--- src/rtl/nlc_pkg.sv ---
`timescale 1ns / 1ps

package nlc_pkg;

    typedef enum logic [2:0] {
        PH_LEAD   = 3'd0,
        PH_SIGNED = 3'd1,
        PH_ZERO   = 3'd2,
        PH_INT    = 3'd3,
        PH_HEX    = 3'd4,
        PH_FRAC   = 3'd5,
        PH_BAD    = 3'd6
    } phase_t;

    typedef enum logic [1:0] {
        KIND_NONE  = 2'd0,
        KIND_INT   = 2'd1,
        KIND_HEX   = 2'd2,
        KIND_FLOAT = 2'd3
    } kind_t;

    typedef struct packed {
        logic is_nul;
        logic is_spacing;
        logic is_sign;
        logic is_zero;
        logic is_dec;
        logic is_hex;
        logic is_dot;
        logic is_x;
    } char_class_t;

    localparam logic [7:0] CHAR_NUL   = 8'h00;
    localparam logic [7:0] CHAR_TAB   = 8'h09;
    localparam logic [7:0] CHAR_SPACE = 8'h20;
    localparam logic [7:0] CHAR_PLUS  = 8'h2B;
    localparam logic [7:0] CHAR_MINUS = 8'h2D;
    localparam logic [7:0] CHAR_DOT   = 8'h2E;
    localparam logic [7:0] CHAR_ZERO  = 8'h30;
    localparam logic [7:0] CHAR_NINE  = 8'h39;
    localparam logic [7:0] CHAR_UC_A  = 8'h41;
    localparam logic [7:0] CHAR_UC_F  = 8'h46;
    localparam logic [7:0] CHAR_UC_X  = 8'h58;
    localparam logic [7:0] CHAR_LC_A  = 8'h61;
    localparam logic [7:0] CHAR_LC_F  = 8'h66;
    localparam logic [7:0] CHAR_LC_X  = 8'h78;

endpackage

--- src/rtl/nlc_char_class.sv ---
`timescale 1ns / 1ps

module nlc_char_class (
    input  logic [7:0]                char_byte,
    output nlc_pkg::char_class_t      char_class
);
    import nlc_pkg::*;

    logic dec_digit;

    assign dec_digit = (char_byte >= CHAR_ZERO) && (char_byte <= CHAR_NINE);

    always_comb
    begin
        char_class.is_nul     = (char_byte == CHAR_NUL);
        char_class.is_spacing = (char_byte == CHAR_SPACE) || (char_byte == CHAR_TAB);
        char_class.is_sign    = (char_byte == CHAR_PLUS) || (char_byte == CHAR_MINUS);
        char_class.is_zero    = (char_byte == CHAR_ZERO);
        char_class.is_dec     = dec_digit;
        char_class.is_hex     = dec_digit ||
                                ((char_byte >= CHAR_LC_A) && (char_byte <= CHAR_LC_F)) ||
                                ((char_byte >= CHAR_UC_A) && (char_byte <= CHAR_UC_F));
        char_class.is_dot     = (char_byte == CHAR_DOT);
        char_class.is_x       = (char_byte == CHAR_LC_X) || (char_byte == CHAR_UC_X);
    end

endmodule

--- src/rtl/nlc_phase_fsm.sv ---
`timescale 1ns / 1ps

module nlc_phase_fsm (
    input  logic                 clk,
    input  logic                 rst_n,
    input  logic                 advance,
    input  nlc_pkg::char_class_t char_class,
    output nlc_pkg::kind_t       end_kind
);
    import nlc_pkg::*;

    phase_t phase_reg;
    phase_t phase_next;
    phase_t body_phase;

    // first character of the number body
    always_comb
    begin
        if (char_class.is_zero)
            body_phase = PH_ZERO;
        else if (char_class.is_dec)
            body_phase = PH_INT;
        else if (char_class.is_dot)
            body_phase = PH_FRAC;
        else
            body_phase = PH_BAD;
    end

    always_comb
    begin
        phase_next = phase_reg;
        if (advance)
        begin
            if (char_class.is_nul)
                phase_next = PH_LEAD;
            else
            begin
                unique case (phase_reg)
                    PH_LEAD:
                    begin
                        if (char_class.is_spacing)
                            phase_next = PH_LEAD;
                        else if (char_class.is_sign)
                            phase_next = PH_SIGNED;
                        else
                            phase_next = body_phase;
                    end
                    PH_SIGNED:
                        phase_next = body_phase;
                    PH_ZERO:
                    begin
                        if (char_class.is_x)
                            phase_next = PH_HEX;
                        else if (char_class.is_dec)
                            phase_next = PH_INT;
                        else if (char_class.is_dot)
                            phase_next = PH_FRAC;
                        else
                            phase_next = PH_BAD;
                    end
                    PH_INT:
                    begin
                        if (char_class.is_dec)
                            phase_next = PH_INT;
                        else if (char_class.is_dot)
                            phase_next = PH_FRAC;
                        else
                            phase_next = PH_BAD;
                    end
                    PH_HEX:
                        phase_next = char_class.is_hex ? PH_HEX : PH_BAD;
                    PH_FRAC:
                        phase_next = char_class.is_dec ? PH_FRAC : PH_BAD;
                    default:
                        phase_next = PH_BAD;
                endcase
            end
        end
    end

    always_comb
    begin
        unique case (phase_reg)
            PH_ZERO,
            PH_INT:  end_kind = KIND_INT;
            PH_HEX:  end_kind = KIND_HEX;
            PH_FRAC: end_kind = KIND_FLOAT;
            default: end_kind = KIND_NONE;
        endcase
    end

    always_ff @(posedge clk or negedge rst_n)
    begin
        if (!rst_n)
            phase_reg <= PH_LEAD;
        else
            phase_reg <= phase_next;
    end

endmodule

--- src/rtl/numeric_literal_classifier_top.sv ---
`timescale 1ns / 1ps
// Flow: a transferred byte is held in byte_reg and classified from there; the result for a NUL
// byte is loaded into the output register (out_valid/kind) when that byte advances.
// Throughput: one byte per cycle, unless a NUL byte is held up by a stalled output.
// A NUL byte stalls input only while its result cannot enter the held output register.
// Reset: asynchronous; clears both valid flags and returns the phase to leading blanks.
module numeric_literal_classifier_top (
    input  logic       clk,
    input  logic       rst_n,
    input  logic       in_valid,
    output logic       in_stall,
    input  logic [7:0] char_byte,
    output logic       out_valid,
    input  logic       out_stall,
    output logic [1:0] kind
);
    import nlc_pkg::*;

    logic        byte_valid_reg;
    logic [7:0]  byte_reg;
    logic        out_valid_reg;
    logic [1:0]  kind_reg;

    char_class_t char_class;
    kind_t       end_kind;
    logic        out_free;
    logic        s1_advance;
    logic        in_xfer;
    logic        result_load;

    nlc_char_class u_class (
        .char_byte  (byte_reg),
        .char_class (char_class)
    );

    nlc_phase_fsm u_fsm (
        .clk        (clk),
        .rst_n      (rst_n),
        .advance    (s1_advance),
        .char_class (char_class),
        .end_kind   (end_kind)
    );

    assign out_free    = !out_valid_reg || !out_stall;
    assign s1_advance  = byte_valid_reg && (!char_class.is_nul || out_free);
    assign result_load = s1_advance && char_class.is_nul;
    assign in_stall    = byte_valid_reg && !s1_advance;
    assign in_xfer     = in_valid && !in_stall;

    always_ff @(posedge clk or negedge rst_n)
    begin
        if (!rst_n)
            byte_valid_reg <= 1'b0;
        else if (in_xfer)
            byte_valid_reg <= 1'b1;
        else if (s1_advance)
            byte_valid_reg <= 1'b0;
    end

    always_ff @(posedge clk)
    begin
        if (in_xfer)
            byte_reg <= char_byte;
    end

    always_ff @(posedge clk or negedge rst_n)
    begin
        if (!rst_n)
            out_valid_reg <= 1'b0;
        else if (result_load)
            out_valid_reg <= 1'b1;
        else if (!out_stall)
            out_valid_reg <= 1'b0;
    end

    // hold the result while stalled
    always_ff @(posedge clk)
    begin
        if (result_load)
            kind_reg <= 2'(end_kind);
    end

    assign out_valid = out_valid_reg;
    assign kind      = kind_reg;

    a_stall_only_on_blocked_nul: assert property (
        @(posedge clk) disable iff (!rst_n)
        in_stall |-> (byte_valid_reg && char_class.is_nul && out_valid_reg && out_stall)
    ) else $error("input stalled without a blocked NUL");

    a_result_from_nul: assert property (
        @(posedge clk) disable iff (!rst_n)
        $rose(out_valid_reg) |-> $past(byte_valid_reg && char_class.is_nul)
    ) else $error("result produced without a NUL byte");

    a_result_drains: assert property (
        @(posedge clk) disable iff (!rst_n)
        (out_valid_reg && !out_stall && !result_load) |=> !out_valid_reg
    ) else $error("taken result not cleared");

endmodule

--- config.mk ---
export PLATFORM = sky130hd
export DESIGN_NAME = numeric_literal_classifier_top
export DESIGN_NICKNAME = d
export VERILOG_FILES = /design/src/rtl/nlc_pkg.sv /design/src/rtl/nlc_char_class.sv /design/src/rtl/nlc_phase_fsm.sv /design/src/rtl/numeric_literal_classifier_top.sv
export SDC_FILE = /design/constraint.sdc
export NUM_CORES = 1
export LEC_CHECK = 0
export BUFFER_PORTS_ARGS = -buffer_cell sky130_fd_sc_hd__clkbuf_2
export CORE_MARGIN = 1
export CORE_UTILIZATION = 52
export DETAILED_ROUTE_END_ITERATION = 10
export PLACE_DENSITY = 0.76
export SETUP_SLACK_MARGIN = 0.05
export SYNTH_ARGS = -nofsm -noshare
export SYNTH_HDL_FRONTEND = slang
export SYNTH_SLANG_ARGS = --single-unit
--- constraint.sdc ---
create_clock -name clk -period 2.2 [get_ports clk]
set_input_delay 0.22 -clock clk [delete_from_list [all_inputs] [get_ports clk]]
set_output_delay 0.22 -clock clk [all_outputs]
set_load 0.02 [all_outputs]
==> metrics.cfg, run 1 <==
[status]
status = completed

[logic_synthesis]
synth_top_area_share_pct = 36.2
synth-edff-count = 10
synthCells = 77
synth_area_um2 = 830
syn_avg_cell_area_um2 = 10.8
ys_ff_latch = 15
ys.flop_type = edfxtp_1
yosysTopAreaCell = edfxtp_1
async_reset_ff_share_pct = 33.3
synth_area_leaders = edfxtp_1 36%, dfrtp_1 15%, a22oi_1 2.7%, nand2_1 2.7%, a21oi_1 2.4%
yosysUniqueCellTypes = 39
ys.warnings.count = 0
syn_nets = 89
seq_area_frac_synth_pct = 51.3

[global_route]
use_met3_pct = 5.22
grt_max_degree = 11
antenna_found_initial = 0
grt.total_usage_pct = 21.6
first_global_vias = 641
gr-total-overflow = 0
grt_pass1_wl_mm = 2.76
grtUsageMet2_pct = 31.6
grtUsageMet1_pct = 27.8
busiest_layer = met2

[floorplan]
initial_core_util_pct = 55.1
core_um2 = 1510
io_pins = 16
num_rows = 14
die_h_um = 41.9
die_w_um = 41.9
die_area_um2 = 1760

[sta]
finalCritPeriodShare_pct = 90.3
max_freq_ghz = 0.503
finalSetupTns_ps = 0
drv_slew = 0
finalSetupViolCount = 0
fin_ws_ps = 212
tightestPinTransition_ps = 566
slew_headroom_pct = 62.2
report.final.hold_viol_count = 0
rsz0062_at_grt = false
finClkSkew_ps = 0.434
finalCriticalPeriod_ps = 1990

[min_path]
hp-class = in -> reg

[final_layout]
area_growth_pct = 17.5
antenna_cells = 0
drive_above_1_share_pct = 26.0
final_area_um2 = 975
layout_common_cells = 15 x clkbuf_2, 10 x edfxtp_1, 6 x nand2_1
final_common_cell = clkbuf_2
largest_reg_flops = 8
fin_nets = 109

[route]
viasPerCell = 6.33
drtAntennaViolNets = 0
wire_per_inst_um = 15.8
dr.first_iter.drc_count = 37
first_pass_iters = 4
drcViolationCount = 0
finalWirelength_mm = 1.77
vias = 709

[placement]
place_ws_ps = 376
placed_area_um2 = 932
hpwlAfterDp_mm = 1.25
place_congestion = 0.809
port-buffer-count = 15

[clocking]
clk_pin_slew_ps = 90
htreeDepth = 1
numCtsBuffers = 3
clk_latency_ps = 280
cts_setup_buffers = 0
root_buffer = clkbuf_4
cts_sinks = 15
cts_tree = yes
clock_path_buffers = 2

[setup_path]
path_delay_family = simple AND/OR/NAND/NOR gates
worst-path-buf-inv = 1
critPathSlowestCell = edfxtp_1
required_ps = 1980
crit_type = reg -> out
start_kind = register
crit_fanout = 8
end_kind = output port
slowest_delay_ps = 510
cp_data_arrival_time_ps = 1770
crit_chain = nor4_2, nand3_1, nor2_2, clkbuf_2

[power]
switchingPower_uw = 140
powerDensity_nw_per_um2 = 570
p_sw_share_pct = 25.3
seqPwrFrac_pct = 61.1
pwr-share-clk_pct = 29.1
ir_worst_vdd_mv = 0.505
p_int_uw = 415
p_comb_share_pct = 9.8
leakagePower_uw = 0.000393

[run]
cap_violations = 0

[synth_stat cells, types with 2 or more instances]
cell type,count
nand2_1,6
nand3_1,3
nor2_1,2
edfxtp_1,10
a21oi_1,4
nor3_1,3
and4b_1,2
a22oi_1,3
and3_1,3
nor2b_1,2
dfrtp_1,5
a21boi_0,2
nand2b_1,2
o211ai_1,2
clkbuf_1,4
[power groups by stage]
stage	logic (uW)	registers [uW]	clock network, uW
after floorplan	41.1	330	0
after global placement	50.3	343	0
after detailed placement	51.4	343	0
after CTS	53.1	337	162
after global routing	58.2	342	172
final	54.3	339	161
[per-layer routing]
metal  part of all wire [%]  up-vias
met5                      0        -
met4                    3.4        0
met3                    8.1        6
met2                     43       43
met1                     45      315
li1                       -      345
[cell type report]
cell class | count | area (um2)
inverter | 1 | 3.75
multi-input combinational | 57 | 392
timing repair buffer | 19 | 108
clock buffer | 4 | 26.3
sequential | 15 | 425
fill | 133 | 532
tap | 16 | 20.0
[cells by family after synthesis]
family | count (synthesis) | synth area share, %
xor gates and xnor gates | 1 | 1.06
and+or+nand+nor | 35 | 27.0
AOI/OAI and AO/OA | 20 | 17.0
muxes | 1 | 1.36
DFF | 15 | 51.3
buffers and inverters | 5 | 2.26
[through the flow]
stage / util [%] / hold WS [ps] / instances / total power [uW]
6_report: 64.7 / 103 / 112 / 555
5_1_grt: 64.7 / 94.6 / 112 / 572
4_1_cts: 64.3 / 98.8 / 112 / 552
3_5_place_dp: 61.9 / 50.9 / 107 / 395
3_3_place_gp: 61.9 / 49.8 / 107 / 393
2_1_floorplan: - / -75.6 / 77 / 371
[worst paths after layout]
check	start	end	slack (ps)	cells after the start
worst min register to register	out_valid$_DFFE_PN0P_	out_valid$_DFFE_PN0P_	620	2
worst max-delay path	byte_reg[4]$_DFFE_PP_	in_stall	210	4
max in group asynchronous	rst_n	out_valid$_DFFE_PN0P_	1770	2
worst min-delay path	char_byte[3]	byte_reg[3]$_DFFE_PP_	100	1
worst max register to register	byte_reg[4]$_DFFE_PP_	u_fsm.phase_reg[1]$_DFFE_PN0P_	380	4
min in group asynchronous	rst_n	u_fsm.phase_reg[2]$_DFFE_PN0P_	280	2
[repair_timing]
action	4_1_cts	5_1_grt
hold buffers	1	0
hold endpoints to repair	5	0
resized for setup	0	1
setup endpoints to repair	0	1
Note: power is estimated with default switching activity, not from simulation.
==> run 2, diff against run 1 <==
Settings changed: BUFFER_PORTS_ARGS -buffer_cell sky130_fd_sc_hd__clkbuf_2 to -buffer_cell sky130_fd_sc_hd__buf_2.
==> run 2 against run 1 <==
Compared with the run above:
- flip-flop and latch count stayed put
- critical path type unchanged
- die area stayed put
- highest routed layer unchanged
- final area is 0.39% lower
==> metrics.cfg, run 2 (same netlist as run 1, synthesis figures left out) <==
[status]
status = completed

[power]
switchingPower_uw = 137  ; -2.3%
seqPwrFrac_pct = 62.0  ; +0.9 points
powerDensity_nw_per_um2 = 564  ; -0.93%
ir_worst_vdd_mv = 0.331  ; -34%
leakagePower_uw = 0.000391  ; -0.49%
p_comb_share_pct = 9.7  ; about the same
pwr-share-clk_pct = 28.3  ; -0.8 points
p_sw_share_pct = 25.0  ; -0.24 points
p_int_uw = 411  ; -0.99%

[clocking]
numCtsBuffers = 3  ; unchanged
root_buffer = clkbuf_4
clock_path_buffers = 2  ; unchanged
cts_setup_buffers = 0  ; unchanged
cts_sinks = 15  ; unchanged
clk_latency_ps = 280  ; about the same
cts_tree = yes
clk_pin_slew_ps = 100  ; about the same
htreeDepth = 1  ; unchanged

[sta]
rsz0062_at_grt = false
finalCritPeriodShare_pct = 91.9  ; +1.5 points
drv_slew = 0  ; unchanged
tightestPinTransition_ps = 692  ; +126 ps
finalSetupTns_ps = 0  ; unchanged
max_freq_ghz = 0.495  ; -1.6%
finClkSkew_ps = 10.7  ; +10.3 ps
slew_headroom_pct = 53.8  ; -8.4 points
finalCriticalPeriod_ps = 2020  ; +33.3 ps
finalSetupViolCount = 0  ; unchanged
report.final.hold_viol_count = 0  ; unchanged
holdWs_ps = 106  ; +3.38 ps

[global_route]
grt_max_degree = 11  ; unchanged
gr-total-overflow = 0  ; unchanged
busiest_layer = met2
grt_pass1_wl_mm = 3.09  ; +12%
grtUsageMet1_pct = 32.3  ; +4.5 points
antenna_found_initial = 0  ; unchanged
grtUsageMet2_pct = 35.9  ; +4.4 points
grt.total_usage_pct = 23.9  ; +2.3 points
first_global_vias = 716  ; +12%
use_met3_pct = 3.91  ; -1.3 points

[final_layout]
largest_reg_flops = 8  ; unchanged
area_growth_pct = 17.0
layout_common_cells = 15 x buf_2, 10 x edfxtp_1, 6 x nand2_1
drive_above_1_share_pct = 25.3  ; -0.78 points
antenna_cells = 0  ; unchanged
final_area_um2 = 971  ; -0.39%
fill_cells = 121  ; -9.0%
fin_nets = 108  ; -0.92%
final_common_cell = buf_2

[placement]
hpwlAfterDp_mm = 1.40  ; +11%
placed_area_um2 = 925  ; -0.81%
port-buffer-count = 15  ; unchanged
place_congestion = 0.816  ; +0.78%

[setup_path]
cp_data_arrival_time_ps = 1800  ; +30 ps
crit_fanout = 8  ; unchanged
end_kind = output port
crit_type = reg -> out
required_ps = 1980  ; about the same
rr_worst_depth = 4  ; unchanged
start_kind = register

[route]
dr.first_iter.drc_count = 29  ; -22%
drcViolationCount = 0  ; unchanged
first_pass_iters = 4  ; unchanged
viasPerCell = 6.64  ; +4.9%
vias = 737  ; +3.9%
finalWirelength_mm = 1.84  ; +4.0%
drtAntennaViolNets = 0  ; unchanged
wire_per_inst_um = 16.6  ; +4.9%

[min_path]
hp-class = in -> reg
holdPathStages = 1  ; unchanged

[floorplan]
io_pins = 16  ; unchanged
initial_core_util_pct = 55.1  ; unchanged
num_rows = 14  ; unchanged
die_w_um = 41.9  ; unchanged
die_h_um = 41.9  ; unchanged
core_um2 = 1510  ; unchanged
die_area_um2 = 1760  ; unchanged

[run]
cap_violations = 0  ; unchanged

-- run 2: cell types whose count changed in the layout (fill, tap and decap cells not counted), sizes merged --
cell / previous run / this run
clkbuf: 19 / 3
buf: 3 / 17
clkinv: 0 / 1
-- run 2: path summary, 6_finish.rpt --
check	startpoint	to	slack (ps)
hold reg to reg	out_valid$_DFFE_PN0P_	out_valid$_DFFE_PN0P_	600
setup / recovery	byte_reg[4]$_DFFE_PP_	in_stall	180
max in group asynchronous	rst_n	u_fsm.phase_reg[0]$_DFFE_PN0P_	1790
hold / removal	char_byte[6]	byte_reg[6]$_DFFE_PP_	110
min in group asynchronous	rst_n	u_fsm.phase_reg[1]$_DFFE_PN0P_	270
setup reg to reg	byte_reg[4]$_DFFE_PP_	u_fsm.phase_reg[1]$_DFFE_PN0P_	360
-- run 2: routing by layer --
layer  share of wire (%)  vias up  wire (um)
li1                    -      339          -
met2                  48       36        875
met3                 6.4       12        118
met1                  41      350        754
met5                   0        -          0
met4                 5.0        0         92
-- run 2: worst max-delay path: stages, from the launching register on --
cell and delay, ps:
edfxtp_1 500, nor4_1 460, nand3_1 230, nor2_2 160, buf_2 180
-- run 2: power groups by stage --
| stage | registers, uW | clock network, uW | logic (uW) |
|---|---|---|---|
| 3_5_place_dp | 344 | 0 | 50.2 |
| 2_1_floorplan | 330 | 0 | 41.1 |
| 5_1_grt | 343 | 173 | 58.5 |
| 6_report | 340 | 155 | 53.0 |
| 3_3_place_gp | 343 | 0 | 48.8 |
| 4_1_cts | 338 | 160 | 52.0 |
-- run 2: what timing repair did --
item | CTS | global route
endpoints found under the hold margin | 5 | 0
gates resized for setup | 0 | 1
endpoints found under the setup margin | 0 | 1
hold buffers | 1 | 0
-- run 2: final cells by class --
cell class	count	area [um2]	share of cell area, %
sequential	15	425	43.8
multi-input combinational	57	394	40.6
timing repair buffer	18	100	10.3
clock buffer	3	22.5	2.32
tap	16	20.0	2.06
clock inverter	1	5.00	0.515
inverter	1	3.75	0.387
-- run 2: per-stage QoR --
step	cells	setup WS (ps)	utilization, %	power (uW)
6_report	111	179	64.5	548
5_1_grt	111	56.3	64.5	575
4_1_cts	111	179	63.9	550
3_5_place_dp	106	378	61.4	394
3_3_place_gp	106	443	61.4	392
2_1_floorplan	77	249	-	371
==> run 3, diff against run 2 <==
--- a/constraint.sdc
+++ b/constraint.sdc
@@ -3,2 +3,2 @@
 set_output_delay 0.22 -clock clk [all_outputs]
-set_load 0.02 [all_outputs]
+set_load 0.005 [all_outputs]
==> run 3 against run 2 <==
Compared with the run above:
- clock skew decreased by 1.4 ps
- total power down 0.57%
- sequential power hardly changed
- critical path type unchanged
- critical endpoint unchanged
==> metrics.cfg, run 3 (same netlist as run 1, synthesis figures left out) <==
[clocking]
cts_sinks = 15  ; unchanged
cts_tree = yes
clk_latency_ps = 280  ; about the same
root_buffer = clkbuf_4
clock_path_buffers = 2  ; unchanged
htreeDepth = 1  ; unchanged
clk_pin_slew_ps = 100  ; about the same
numCtsBuffers = 3  ; unchanged

[power]
total_power_uw = 545  ; -0.57%
switchingPower_uw = 134  ; -2.0%
powerDensity_nw_per_um2 = 566  ; +0.33%
seqPwrFrac_pct = 62.1  ; about the same
pwr-share-clk_pct = 28.3  ; about the same
leakagePower_uw = 0.000389  ; -0.40%
ir_worst_vdd_mv = 0.331  ; about the same
p_sw_share_pct = 24.7  ; -0.35 points
p_int_uw = 410  ; -0.10%
p_comb_share_pct = 9.6  ; about the same

[global_route]
gr-total-overflow = 0  ; unchanged
grt_max_degree = 11  ; unchanged
grt_pass1_wl_mm = 3.09  ; unchanged
antenna_found_initial = 0  ; unchanged
first_global_vias = 716  ; unchanged
grt.total_usage_pct = 23.9  ; unchanged

[floorplan]
io_pins = 16  ; unchanged
die_area_um2 = 1760  ; unchanged
initial_core_util_pct = 55.1  ; unchanged
core_um2 = 1510  ; unchanged
num_rows = 14  ; unchanged
die_h_um = 41.9  ; unchanged
die_w_um = 41.9  ; unchanged

[placement]
placed_area_um2 = 925  ; unchanged
hpwlAfterDp_mm = 1.40  ; unchanged
port-buffer-count = 15  ; unchanged
place_congestion = 0.816  ; unchanged

[final_layout]
utilization_pct = 63.9  ; -0.58 points
fin_nets = 108  ; unchanged
drive_above_1_share_pct = 25.3  ; unchanged
layout_common_cells = 15 x buf_2, 10 x edfxtp_1, 6 x nand2_1
area_growth_pct = 16.0
final_area_um2 = 962  ; -0.90%
final_common_cell = buf_2
antenna_cells = 0  ; unchanged
largest_reg_flops = 8  ; unchanged

[setup_path]
start_kind = register
required_ps = 1980  ; about the same
crit_type = reg -> out
cp_data_arrival_time_ps = 1790  ; about the same
end_kind = output port
crit_fanout = 8  ; unchanged

[sta]
finalSetupViolCount = 0  ; unchanged
holdWs_ps = 108  ; +1.51 ps
drv_slew = 0  ; unchanged
finalCritPeriodShare_pct = 91.1  ; -0.72 points
max_freq_ghz = 0.499  ; +0.79%
finalCriticalPeriod_ps = 2010  ; -15.8 ps
slew_headroom_pct = 54.4  ; +0.67 points
report.final.hold_viol_count = 0  ; unchanged
finClkSkew_ps = 9.31  ; -1.39 ps
tightestPinTransition_ps = 682  ; -10.0 ps
finalSetupTns_ps = 0  ; unchanged
rsz0062_at_grt = false

[route]
vias = 735  ; -0.27%
wire_per_inst_um = 16.3  ; -1.8%
drcViolationCount = 0  ; unchanged
viasPerCell = 6.62  ; -0.27%
dr.first_iter.drc_count = 36  ; +24%
first_pass_iters = 4  ; unchanged
drtAntennaViolNets = 0  ; unchanged
finalWirelength_mm = 1.81  ; -1.8%

[run]
cap_violations = 0  ; unchanged

[status]
status = completed

[min_path]
hp-class = in -> reg

## run 3: cell count changes in the layout (fill, tap and decap cells not counted)
cell / change
nor4_4: -1
nor4_2: +1
## run 3: metal layers
layer	global-route usage, %	wire length (um)
met5	0	0
met4	14.8	98
met3	3.91	100
met2	35.9	857
met1	32.3	750
## run 3: metrics by stage
stage | instances | setup WS, ps
floorplan | 77 | 420
global placement | 106 | 443
detailed placement | 106 | 378
finish | 111 | 195
global route | 111 | 85.4
CTS | 111 | 230
## run 3: critical path: stages, from the launching register on
cell and delay (ps):
edfxtp_1 510, nor4_2 480, nand3_1 230, nor2_2 160, buf_2 130
## run 3: final timing paths
path / startpoint / end / slack [ps] / depth (start not counted)
setup / recovery: byte_reg[1]$_DFFE_PP_ / in_stall / 190 / 4
hold / removal: char_byte[6] / byte_reg[6]$_DFFE_PP_ / 110 / 1
setup reg to reg: byte_reg[4]$_DFFE_PP_ / u_fsm.phase_reg[1]$_DFFE_PN0P_ / 360 / 4
hold reg to reg: out_valid$_DFFE_PN0P_ / out_valid$_DFFE_PN0P_ / 600 / 2
max in group asynchronous: rst_n / u_fsm.phase_reg[0]$_DFFE_PN0P_ / 1790 / 2
min in group asynchronous: rst_n / u_fsm.phase_reg[1]$_DFFE_PN0P_ / 270 / 2
## run 3: power groups by stage
stage                     sequential [uW]  clock, uW  combinational, uW
after CTS                             338        160               51.8
after floorplan                       330          0               41.1
after global placement                343          0               48.6
final                                 338        154               52.4
after detailed placement              344          0               50.1
after global routing                  342        173               57.9
## run 3: final cells by class
type                       count  area [um2]
clock buffer                   3        22.5
clock inverter                 1        5.00
fill                         122         544
inverter                       1        3.75
multi-input combinational     57         385
sequential                    15         425
tap                           16        20.0
timing repair buffer          18         100
## run 3: repair_timing
item                                    4_1_cts  5_1_grt
setup buffers                                 0        0
endpoints found under the setup margin        0        0
resized for setup                             0        0
endpoints found under the hold margin         5        0
hold buffers                                  1        0
